==> config.mk <==
export PLATFORM = sky130hd
export DESIGN_NAME = utf8_rune_decoder
export DESIGN_NICKNAME = d
export VERILOG_FILES = /design/src/hdl/utf8rd_pkg.sv /design/src/hdl/utf8_rune_decoder.sv
export SDC_FILE = /design/constraint.sdc
export NUM_CORES = 1
export LEC_CHECK = 0
export ABC_AREA = 1
export BUFFER_PORTS_ARGS = -buffer_cell sky130_fd_sc_hd__buf_2
export CAP_MARGIN = 20
export CORE_MARGIN = 4
export CORE_UTILIZATION = 40
export CTS_CLUSTER_DIAMETER = 150
export DETAILED_ROUTE_END_ITERATION = 10
export PLACE_DENSITY_LB_ADDON = 0.2
export SLEW_MARGIN = 20
export SYNTH_ARGS = -nofsm -noshare
export SYNTH_HDL_FRONTEND = slang
export SYNTH_SLANG_ARGS = --single-unit
==> constraint.sdc <==
create_clock -name clk -period 4 [get_ports clk]
set_clock_uncertainty 0.2 [all_clocks]
set_input_delay 0.6 -clock clk [delete_from_list [all_inputs] [get_ports clk]]
set_output_delay 0.6 -clock clk [all_outputs]
set_load 0.02 [all_outputs]
==> src/hdl/utf8rd_pkg.sv <==
package utf8rd_pkg;

	localparam int unsigned CP_W    = 21;
	localparam int unsigned LEN_W   = 3;
	localparam int unsigned BYTE_W  = 8;
	localparam int unsigned TDATA_W = 24;

	localparam logic [CP_W-1:0] REPL_RESET = 21'd65533;

	// declared sequence lengths
	localparam logic [LEN_W-1:0] LEN_NONE = 3'd0;
	localparam logic [LEN_W-1:0] LEN_ONE  = 3'd1;
	localparam logic [LEN_W-1:0] LEN_TWO  = 3'd2;
	localparam logic [LEN_W-1:0] LEN_THREE = 3'd3;
	localparam logic [LEN_W-1:0] LEN_FOUR = 3'd4;

	typedef struct packed {
		logic [CP_W-1:0]  code_point;
		logic [LEN_W-1:0] seq_length;
		logic             bad_sequence;
	} rune_t;

	// continuation byte: 10xx_xxxx
	function automatic logic is_cont(input logic [BYTE_W-1:0] b);
		is_cont = (b[7:6] == 2'b10);
	endfunction

endpackage

==> src/hdl/utf8_rune_decoder.sv <==
// channel   | dir | contents (low bit first)                        | accepted when
// ----------+-----+-------------------------------------------------+------------------------------
// s_axis    | in  | tdata: in_byte[7:0]; tlast: end_of_buffer       | s_axis_tvalid & s_axis_tready
// m_axis    | out | tdata: code_point[20:0], seq_length[23:21];     | m_axis_tvalid & m_axis_tready
//           |     | tuser: bad_sequence                             |
// cfg       | in  | cfg_data: replacement_value[20:0]               | cfg_valid & cfg_ready
//
// one byte per cycle unless s_axis is stalled: each word updates the open-sequence state and
// at most one rune is produced into the output register on the same edge
// a rune appears on m_axis in the cycle after the word that completes it is accepted
// reset clears the sequence state and the output valid, replacement value to U+FFFD
// s_axis stalls only while a rune sits in the output register and m_axis_tready is low
module utf8_rune_decoder (
	input  logic                               clk,
	input  logic                               arst_n,
	input  logic                               s_axis_tvalid,
	output logic                               s_axis_tready,
	input  logic [utf8rd_pkg::BYTE_W-1:0]      s_axis_tdata,  // in_byte[7:0]
	input  logic                               s_axis_tlast,  // end_of_buffer
	output logic                               m_axis_tvalid,
	input  logic                               m_axis_tready,
	output logic [utf8rd_pkg::TDATA_W-1:0]     m_axis_tdata,  // code_point[20:0], seq_length[23:21]
	output logic                               m_axis_tuser,  // bad_sequence
	input  logic                               cfg_valid,
	output logic                               cfg_ready,
	input  logic [utf8rd_pkg::CP_W-1:0]        cfg_data       // replacement_value[20:0]
);
	import utf8rd_pkg::*;

	// open-sequence state
	logic [LEN_W-1:0] exp_len_q;
	logic [LEN_W-1:0] seen_q;
	logic [CP_W-1:0]  acc_q;
	logic             bad_q;
	logic [CP_W-1:0]  repl_q;

	// output register
	logic  out_valid_q;
	rune_t out_q;

	// next values
	logic [LEN_W-1:0] exp_len_d;
	logic [LEN_W-1:0] seen_d;
	logic [CP_W-1:0]  acc_d;
	logic             bad_d;
	logic             emit;
	rune_t            rune;

	logic [BYTE_W-1:0] b;
	logic              in_acc;
	logic              out_free;
	logic [LEN_W-1:0]  remain;

	assign b         = s_axis_tdata;
	assign out_free  = !out_valid_q || m_axis_tready;
	assign s_axis_tready = out_free;
	assign in_acc    = s_axis_tvalid && out_free;
	assign cfg_ready = 1'b1;

	// digits still to come after this one, picks the 6-bit slot of the continuation
	assign remain = exp_len_q - seen_q - LEN_ONE;

	always_comb begin
		exp_len_d = exp_len_q;
		seen_d    = seen_q;
		acc_d     = acc_q;
		bad_d     = bad_q;
		emit      = 1'b0;
		rune      = '{code_point: repl_q, seq_length: LEN_ONE, bad_sequence: 1'b1};
		if (exp_len_q == LEN_NONE) begin
			priority if (!b[7]) begin
				// plain ascii
				emit = 1'b1;
				rune = '{code_point: {{(CP_W-BYTE_W){1'b0}}, b}, seq_length: LEN_ONE,
					bad_sequence: 1'b0};
			end else if (b[7:6] == 2'b10 || b[7:3] == 5'b11111) begin
				// stray continuation or impossible lead
				emit = 1'b1;
			end else begin
				seen_d = LEN_ONE;
				bad_d  = 1'b0;
				priority if (b[5] == 1'b0) begin
					exp_len_d = LEN_TWO;
					acc_d     = {10'd0, b[4:0], 6'd0};
				end else if (b[4] == 1'b0) begin
					exp_len_d = LEN_THREE;
					acc_d     = {5'd0, b[3:0], 12'd0};
				end else begin
					exp_len_d = LEN_FOUR;
					acc_d     = {b[2:0], 18'd0};
				end
				// buffer ends right after the lead
				if (s_axis_tlast) begin
					emit = 1'b1;
					rune = '{code_point: repl_q, seq_length: exp_len_d, bad_sequence: 1'b1};
					exp_len_d = LEN_NONE;
					seen_d    = LEN_NONE;
					acc_d     = '0;
				end
			end
		end else begin
			if (!is_cont(b)) begin
				bad_d = 1'b1;
			end else begin
				unique case (remain)
					3'd0:    acc_d = acc_q | {15'd0, b[5:0]};
					3'd1:    acc_d = acc_q | {9'd0, b[5:0], 6'd0};
					3'd2:    acc_d = acc_q | {3'd0, b[5:0], 12'd0};
					default: acc_d = acc_q;
				endcase
			end
			seen_d = seen_q + LEN_ONE;
			priority if (seen_d >= exp_len_q) begin
				emit = 1'b1;
				rune = '{code_point: bad_d ? repl_q : acc_d, seq_length: exp_len_q,
					bad_sequence: bad_d};
				exp_len_d = LEN_NONE;
				seen_d    = LEN_NONE;
				acc_d     = '0;
				bad_d     = 1'b0;
			end else if (s_axis_tlast) begin
				// truncated by end of buffer
				emit = 1'b1;
				rune = '{code_point: repl_q, seq_length: exp_len_q, bad_sequence: 1'b1};
				exp_len_d = LEN_NONE;
				seen_d    = LEN_NONE;
				acc_d     = '0;
				bad_d     = 1'b0;
			end else begin
				emit = 1'b0;
			end
		end
	end

	always_ff @(posedge clk or negedge arst_n) begin
		if (!arst_n) begin
			exp_len_q <= LEN_NONE;
			seen_q    <= LEN_NONE;
			acc_q     <= '0;
			bad_q     <= 1'b0;
		end else if (in_acc) begin
			exp_len_q <= exp_len_d;
			seen_q    <= seen_d;
			acc_q     <= acc_d;
			bad_q     <= bad_d;
		end
	end

	always_ff @(posedge clk or negedge arst_n) begin
		if (!arst_n) begin
			repl_q <= REPL_RESET;
		end else if (cfg_valid && cfg_ready) begin
			repl_q <= cfg_data;
		end
	end

	// output register: refilled or drained whenever the consumer side is free
	always_ff @(posedge clk or negedge arst_n) begin
		if (!arst_n) begin
			out_valid_q <= 1'b0;
		end else if (out_free) begin
			out_valid_q <= in_acc && emit;
		end
	end

	always_ff @(posedge clk) begin
		if (in_acc && emit) begin
			out_q <= rune;
		end
	end

	assign m_axis_tvalid = out_valid_q;
	assign m_axis_tdata  = {out_q.seq_length, out_q.code_point};
	assign m_axis_tuser  = out_q.bad_sequence;

`ifndef SYNTHESIS
	a_len_legal: assert property (@(posedge clk) disable iff (!arst_n)
		exp_len_q == LEN_NONE || exp_len_q == LEN_TWO || exp_len_q == LEN_THREE ||
		exp_len_q == LEN_FOUR)
		else $error("open sequence length out of range");

	a_seen_inside: assert property (@(posedge clk) disable iff (!arst_n)
		exp_len_q != LEN_NONE |-> (seen_q >= LEN_ONE && seen_q < exp_len_q))
		else $error("byte count escaped the open sequence");

	a_idle_clean: assert property (@(posedge clk) disable iff (!arst_n)
		exp_len_q == LEN_NONE |-> (seen_q == LEN_NONE && acc_q == '0 && !bad_q))
		else $error("idle state carries leftovers");

	a_ascii_short: assert property (@(posedge clk) disable iff (!arst_n)
		out_valid_q && !out_q.bad_sequence && out_q.seq_length == LEN_ONE |->
		out_q.code_point < 21'd128)
		else $error("single byte rune above ascii");

	a_out_len: assert property (@(posedge clk) disable iff (!arst_n)
		out_valid_q |-> (out_q.seq_length >= LEN_ONE && out_q.seq_length <= LEN_FOUR))
		else $error("rune length out of range");
`endif

endmodule

# Word-level counts from Yosys, hierarchy flattened
# Index checks and enable logic that the tools add are counted.
# word_totals
ff_bits,75
output_inout_bits,28
wordCells,75
# classes
addsub,3
order_cmp,1
eq_ne,6
mux,43
n_bitwise,3
reduce_logical,10
# op_table
operator,n
two-way mux 21 bit,10
two-way mux 25 bit,3
one-hot mux 21 bit (3 select lines),1
two-way mux 3 bit,13
OR 21 x 12 -> 21 bit,1
OR 21 x 18 -> 21 bit,1
OR 21 x 6 -> 21 bit,1
two-way mux 1 bit,13
two-way mux 4 bit,3
zero test 3 bit,2
== test 5 bit (second input constant),1
inequality test 2 bit (second input constant),2
AND reduction 4 bit,1
adder 3 x 1 -> 3 bit (second input constant),1
== test 3 x 1 -> 1 bit (second input constant),1
== test 3 x 2 -> 1 bit (second input constant),1
>= comparator 3 bit,1
AND reduction 3 bit,1
nonzero test 3 bit,1
subtractor 3 x 1 -> 3 bit (second input constant),1
subtractor 3 bit,1
== test 2 bit (second input constant),1
logical AND 1 bit,2
logical OR 1 bit,2
zero test 1 bit,1

# Depth between registers and ports, before layout
# Gate-level depths: netlist of run 1.
# depth
depth_word,8
mapped_depth,11
ltp_nobuf,11

# Worst setup path after synthesis of run 1
# No wires, ideal clock.
# synth_path
kind,register -> register
start,register seen_q[0]
end,"register out_q (netlist bit m_axis_tdata[0]), enable pin"
arrival_time_ns,3.272
required_time_ns,3.361
setup_slack_ns,0.090
path_stages_with_launch,9
path_buffers,1
period_less_slack_ns,3.910
cell_sequence,dfrtp_1 > ha_1 > xor2_1 > ha_1 > nand3b_1 > nand3_1 > nor3_2 > buf_2 > nor3_1
# synth_via
elab_chain_len,5
# synth_rtl
element,line,source
from (decl),utf8_rune_decoder.sv:32,logic [LEN_W-1:0] seen_q;
from (signal assigned),utf8_rune_decoder.sv:143,seen_q <= seen_d;
adder 3 x 1 -> 3 bit,utf8_rune_decoder.sv:112,seen_d = seen_q + LEN_ONE;
>= comparator 3 bit,utf8_rune_decoder.sv:113,priority if (seen_d >= exp_len_q) begin
two-way mux 1 bit,utf8_rune_decoder.sv:113,
two-way mux 1 bit,utf8_rune_decoder.sv:70,if (exp_len_q == LEN_NONE) begin
logical AND 1 bit,utf8_rune_decoder.sv:167,if (in_acc && emit) begin
to (signal assigned),utf8_rune_decoder.sv:168,out_q <= rune;
to (decl),utf8_rune_decoder.sv:39,rune_t out_q;
# Every way passes these cells.
# A chain may end at the register's enable or synchronous reset.

# Worst setup path after layout of run 1
# layout_path
start,register seen_q[0]
end,register acc_q[19]
# layout_via
elab_chain_len,8
# layout_rtl
element,line,source
subtractor 3 bit,utf8_rune_decoder.sv:61,assign remain = exp_len_q - seen_q - LEN_ONE;
subtractor 3 x 1 -> 3 bit,utf8_rune_decoder.sv:61,
"== test 3 x 2 -> 1 bit, or another cell as far along",utf8_rune_decoder.sv:105,unique case (remain)
one-hot mux 21 bit (3 select lines),utf8_rune_decoder.sv:105,
two-way mux 21 bit,utf8_rune_decoder.sv:102,if (!is_cont(b)) begin
two-way mux 21 bit,utf8_rune_decoder.sv:121,end else if (s_axis_tlast) begin
two-way mux 21 bit (*),utf8_rune_decoder.sv:113,
two-way mux 21 bit (*),utf8_rune_decoder.sv:70,
to (signal assigned),utf8_rune_decoder.sv:139,acc_q <= '0;
to (signal assigned),utf8_rune_decoder.sv:144,acc_q <= acc_d;
to (decl),utf8_rune_decoder.sv:33,logic [CP_W-1:0] acc_q;
# Mark *: on every way between the ends. The rest lies on a longest branch, timed or not.

==> results.ini, run 1 <==
[floorplan]
core_area_mm2=0.00872
die_w_um=103
start_util=0.412
pin_count=63
dieHeight_um=103
rows=34
die-area_mm2=0.0106

[drt]
wl_per_cell_um=15.7
drt_pass1_iterations=4
via_per_inst=5.13
postRouteAntennaNets=0
vias=2965
wl_um=9060
post-route-drc-count=0
drt_iter0_drc=157

[clock_network]
htreeDepth=3
cts_root_buf=clkbuf_8
post_cts_buffers=0
clock_sinks=75
holdBufCountCts=0
cts_resized=0
clk_pin_slew_ps=80
clk_latency_ps=350
cts_buffer_depth=2
cts_tree=built
cts_buffers=9

[sta]
rsz0062_at_grt=false
tightest_slew_ps=774
tns_ps=0
finalSetupViolCount=0
fmax_mhz=348
hold_viol_final=0
fin_crit_ps=2870
final_max_slew_viol_count=0
maxSlewHeadroom=0.484
fin_crit_sh=0.718

[yosys]
synth_cells=402
syn_avg_cell_area_um2=8.93
synth_edf_count=25
synth_cell_type_count=37
ys_seq_area_frac=0.563
yosys_warnings=0
ys_ff_latch=75
ys.flop_type=dfrtp_1
async_flop_share=0.667
syn-cell-area_mm2=0.00359
synth_nets=443

[global_route]
grt_max_degree=37
grt_overflow_total=0
grt_use_total=0.183
grt_antenna_before_repair=0
grt_pass1_wl_um=14600
grt_pass1_vias=2895

[critical_path]
crit_fanout=14
crit_chain=ha_1, xor2_1, ha_1, nand3b_1, nand3_1, nor3_2, buf_4, nor2_1, inv_1, nand2_1, nand2_1
required_ps=4040
r2r_setup_slack_ps=1130
critPathLaunch=seen_q[0]
critPathArrivalTime_ps=2910
end_kind=flop
worstReg2RegEnd=acc_q[19]
slowest_stage=nor2_1
critPathKind=reg2reg
reg2reg_from=seen_q[0]
max_stage_delay_ps=530
start_kind=flop
reg2regPathDepth=11
worstSetupEndpoint=acc_q[19]

[flow_run]
maxCapViolCount=0

[placed_design]
gp_congestion=0.839
port_buffers=61
detailed_place_hpwl_um=6630

[power_and_ir_drop]
power.leakage_nw=1.99
p_per_area_mw_per_mm2=668
finalPower_mw=2.82
max-vdd-ir-drop_uv=326

[finish]
syn_to_final_growth_pct=17.4
antenna_cells=0
drive_above_1_share=0.240
fin_nets=506

[worst_hold_path]
hp-class=in2async

[outcome]
status=finished, final reports clean

-- area by class of cell --
class	instances	area, µm²
clock buffers	11	153
repair buffers	65	335
multi-input cells	258	1300
well taps	108	135
fillers	857	4500
clock inverters	5	58.8
flip-flops and latches	75	2020
inverters	56	210
-- per-layer routing --
layer	global-route usage	wire (µm)	share of wire
met1	0.251	3960	0.44
met2	0.286	4280	0.47
met3	0.0521	693	0.077
met4	0.0528	125	0.014
met5	0	0	0
-- cell usage in the layout, fill, tap and decap left out, types with 2 or more instances in the layout --
cell type / synthesis / layout
nand2_1: 103 / 103
buf_2: 7 / 61
inv_1: 55 / 55
o21ai_0: 39 / 39
dfrtp_1: 35 / 35
edfxtp_1: 25 / 25
a21oi_1: 24 / 24
nor2_1: 23 / 23
nand3_1: 22 / 22
dfstp_2: 15 / 15
clkbuf_8: 0 / 9
mux2_2: 6 / 6
nand4_1: 5 / 5
ha_1: 5 / 5
nor3_1: 5 / 4
buf_4: 1 / 4
o22ai_1: 3 / 3
nor3_2: 2 / 3
nand3_2: 2 / 2
nor2_2: 2 / 2
o32ai_1: 2 / 2
a31oi_1: 2 / 2
-- sequential cells by signal, indices dropped and copies added (netlist names) --
signal         cells
seen_q             3
acc_q             21
m_axis_tuser       1
m_axis_tdata      24
repl_q            21
bad_q              1
m_axis_tvalid      1
exp_len_q          3
-- power by group --
group	switching (mW)	internal, mW
Clock	0.289	0.329
Combinational	0.740	0.333
Sequential	0.0862	1.04
Total	1.12	1.70
-- stage by stage --
step,hold slack (ps),utilization,area [µm²],setup slack (ps),std cells
global placement,266,0.459,4010,1300,562
finish,127,0.484,4220,1130,578
CTS,145,0.484,4220,1170,578
detailed placement,267,0.459,4010,1180,562
global route,164,0.484,4220,934,578
floorplan,104,-,3590,89.7,402
-- cells by family (layout without fill, tap and decap cells) --
logic type / count (synthesis) / count (layout) / share of synthesized area
AND/OR/NAND/NOR: 168 / 168 / 0.203
flip-flops: 75 / 75 / 0.563
adder cells (fa/ha/maj): 6 / 6 / 0.0230
AO/OA/AOI/OAI: 76 / 76 / 0.114
XOR/XNOR: 1 / 1 / 0.00244
buffers and inverters: 69 / 137 / 0.0756
other: 1 / 1 / 0.00104
multiplexers: 6 / 6 / 0.0188
-- worst min path at each step --
stage | startpoint | endpoint | slack (ps)
final | arst_n | exp_len_q[2] | 130
after global routing | arst_n | repl_q[19] | 160
after CTS | arst_n | seen_q[2] | 150
after detailed placement | acc_q[18] | acc_q[18] | 270
after global placement | acc_q[18] | acc_q[18] | 270
after floorplan | arst_n | acc_q[0] | 100
-- worst max-delay path: cells and delay by family (launching register included) --
family | cells | cell delay (ps)
xor+xnor | 1 | 160
simple gates | 6 | 1030
fa+ha+maj | 2 | 540
buf+inv | 2 | 430
flops | 1 | 420
-- synthesized netlist by cell type, types with 2 or more instances --
library cell  instances  area (µm²)
nand4_1               5        31.3
a31oi_1               2        12.5
ha_1                  5        62.6
dfstp_2              15         394
o32ai_1               2        17.5
o22ai_1               3        18.8
nor2_2                2        12.5
mux2_2                6        67.6
dfrtp_1              35         876
nand3_2               2        20.0
nor3_2                2        20.0
a21oi_1              24         120
o21ai_0              39         195
inv_1                55         206
edfxtp_1             25         751
nor3_1                5        25.0
nor2_1               23        86.3
nand3_1              22         110
buf_2                 7        35.0
nand2_1             103         387
clkbuf_1              4        15.0
No activity file was read; power rests on OpenSTA's default activity.
==> run 2, diff against run 1 <==
--- a/config.mk
+++ b/config.mk
@@ -5,7 +5,7 @@
 export SDC_FILE = /design/constraint.sdc
 export NUM_CORES = 1
 export LEC_CHECK = 0
-export ABC_AREA = 1
+export ABC_AREA = 0
 export BUFFER_PORTS_ARGS = -buffer_cell sky130_fd_sc_hd__buf_2
 export CAP_MARGIN = 20
 export CORE_MARGIN = 4
==> constraint.sdc (replaced) <==
create_clock -name clk -period 2.55 [get_ports clk]
set_clock_uncertainty 0.2 [all_clocks]
set_input_delay 0.3825 -clock clk [delete_from_list [all_inputs] [get_ports clk]]
set_output_delay 0.3825 -clock clk [all_outputs]
set_load 0.02 [all_outputs]
==> run 2 against run 1 <==
Against the previous run:
- the run now ends with negative setup slack left
- clock power is 65% higher
- worst setup slack worse by 1200 ps
- cell count is 8.1% lower
- highest routed layer unchanged
==> results.ini, run 2 <==
[yosys]
synth_nets=356
syn_avg_cell_area_um2=11.5
ys_seq_area_frac=0.560
yosys_warnings=0
ys_ff_latch=75
synth_cell_type_count=48
synth_edf_count=25
yosysTopAreaCellShare=0.243
ys.flop_type=dfrtp_1
synth_cells=315
synth_common_cells=35 x dfrtp_1, 25 x edfxtp_1, 23 x mux2_2
yosys.area.top_type=dfrtp_1
async_flop_share=0.667
synth.most_common_cell=dfrtp_1
synth.area.top_cells=dfrtp_1 24%, edfxtp_1 21%, dfstp_2 11%
syn-cell-area_mm2=0.00361

[drt]
drt_pass1_iterations=4
wl_um=10100
via_per_inst=5.61
post-route-drc-count=0
drt_iter0_drc=256
wl_per_cell_um=18.9
vias=2979
postRouteAntennaNets=0

[global_route]
grt_antenna_before_repair=0
grt_pass1_vias=2893
use_met2=0.306
met3_usage=0.0338
gr-max-usage-layer=met2
grt_max_degree=28
grt_overflow_total=0
grt_pass1_wl_um=15400
grt_use_met1=0.264
grt_use_total=0.194

[finish]
layout_commonest_cell=buf_2
largest_reg_flops=24
antenna_cells=0
drive_above_1_share=0.466
layout_common_cells=61 x buf_2, 39 x buf_4, 35 x dfrtp_1
design_area_mm2=0.00488
syn_to_final_growth_pct=35.3
regArea_mm2=0.00202
multiInputGateArea_mm2=0.00165
nFillCells=753
fin_nets=459
final_core_util=0.557

[clock_network]
cts_root_buf=clkbuf_8
cts_buffers=9
cts_tree=built
clk_pin_slew_ps=80
clock_sinks=75
htreeDepth=3
clk_latency_ps=340
cts_buffer_depth=2

[floorplan]
die-area_mm2=0.0106
dieHeight_um=103
pin_count=63
rows=34
die_w_um=103
start_util=0.412
core_area_mm2=0.00876

[sta]
fin_crit_sh=1.02
fin_hold_ws_ps=66.4
setup_ws_ps=-50.4
finalSetupViolCount=34
fin_crit_ps=2600
tns_ps=-1190
hold_viol_final=0
final_max_slew_viol_count=0
maxSlewHeadroom=0.556
rsz0062_at_grt=true
fmax_mhz=385
tightest_slew_ps=665

[power_and_ir_drop]
p_per_area_mw_per_mm2=1260
max-vdd-ir-drop_uv=551
power.leakage_nw=2.04

[critical_path]
end_kind=flop
worstSetupEndpoint=m_axis_tdata[4]
critPathArrivalTime_ps=2470
slowest_stage=dfrtp_1
max_stage_delay_ps=390
r2r_setup_slack_ps=-50
crit_chain=ha_2, nor2b_4, or2_4, ha_4, nand2_4, o21a_4, buf_6, buf_8, o211ai_1, o221ai_1
critPathLaunch=seen_q[1]
critPathKind=reg2reg
reg2reg_from=seen_q[1]
crit_fanout=6
start_kind=flop
worstReg2RegEnd=m_axis_tdata[4]
reg2regPathDepth=10
required_ps=2420

[flow_run]
maxCapViolCount=0

[placed_design]
detailed_place_hpwl_um=7110
gp_congestion=0.922
place_area_mm2=0.00437
port_buffers=61

[worst_hold_path]
min-delay-start=cfg_data[3]
hp-class=in2reg

[outcome]
failed_checks=negative setup slack
status=finished with violations

run 2: kinds of logic after synthesis:
logic type               after synthesis  synth area share
AND/OR/NAND/NOR                       83             0.114
XOR/XNOR                               1           0.00659
flip-flops                            75             0.560
AO/OA/AOI/OAI                         87             0.169
adder cells (fa/ha/maj)                6            0.0229
other                                  1           0.00104
multiplexers                          27            0.0829
buffers and inverters                 35            0.0433
run 2: area by class of cell:
type | count | area share
Multi-Input combinational cell | 205 | 0.338
Tap cell | 108 | 0.0277
Clock inverter | 4 | 0.0151
Timing Repair Buffer | 112 | 0.164
Inverter | 15 | 0.0115
Clock buffer | 12 | 0.0297
Sequential cell | 75 | 0.414
run 2: what timing repair did:
| action | 4_1_cts | 5_1_grt |
|---|---|---|
| buffers inserted | 2 | 7 |
| endpoints found under the hold margin | 11 | 0 |
| gates cloned | 0 | 1 |
| resized for setup | 34 | 18 |
| endpoints found under the setup margin | 65 | 69 |
| hold buffers | 1 | 0 |
| pin swaps | 3 | 7 |
run 2: metal layers:
metal | wire length [µm] | part of all wire
met5 | 0 | 0
met4 | 193 | 0.019
met3 | 567 | 0.056
met1 | 4420 | 0.44
met2 | 4880 | 0.48
run 2: how the worst min path moves through the flow:
stage	cells after the start	to
after floorplan	0	acc_q[0]
after global placement	1	repl_q[16]
after detailed placement	1	repl_q[16]
after CTS	2	repl_q[3]
after global routing	2	repl_q[19]
final	2	repl_q[3]
run 2: metrics by stage:
step                setup WS (ps)  total power [mW]  instances
finish                      -50.4              6.17        531
global route                 -134              6.47        531
CTS                         -66.7              5.76        524
detailed placement           -263              4.36        506
global placement             -142              4.30        506
floorplan                    -162              3.24        315
run 2: power breakdown:
group / leakage, nW / internal (mW) / switching, mW / total, mW
logic: 1.07 / 1.57 / 1.83 / 3.40
clock network: 0.111 / 0.579 / 0.441 / 1.02
registers: 0.862 / 1.61 / 0.141 / 1.75
run 2: worst max-delay path: cells and delay by family (launching register included):
kind,cells,cell delay (ps)
AO/OA/AOI/OAI,3,580
adder cells (fa/ha/maj),2,470
AND/OR/NAND/NOR,3,410
flip-flops,1,390
buffers and inverters,2,270
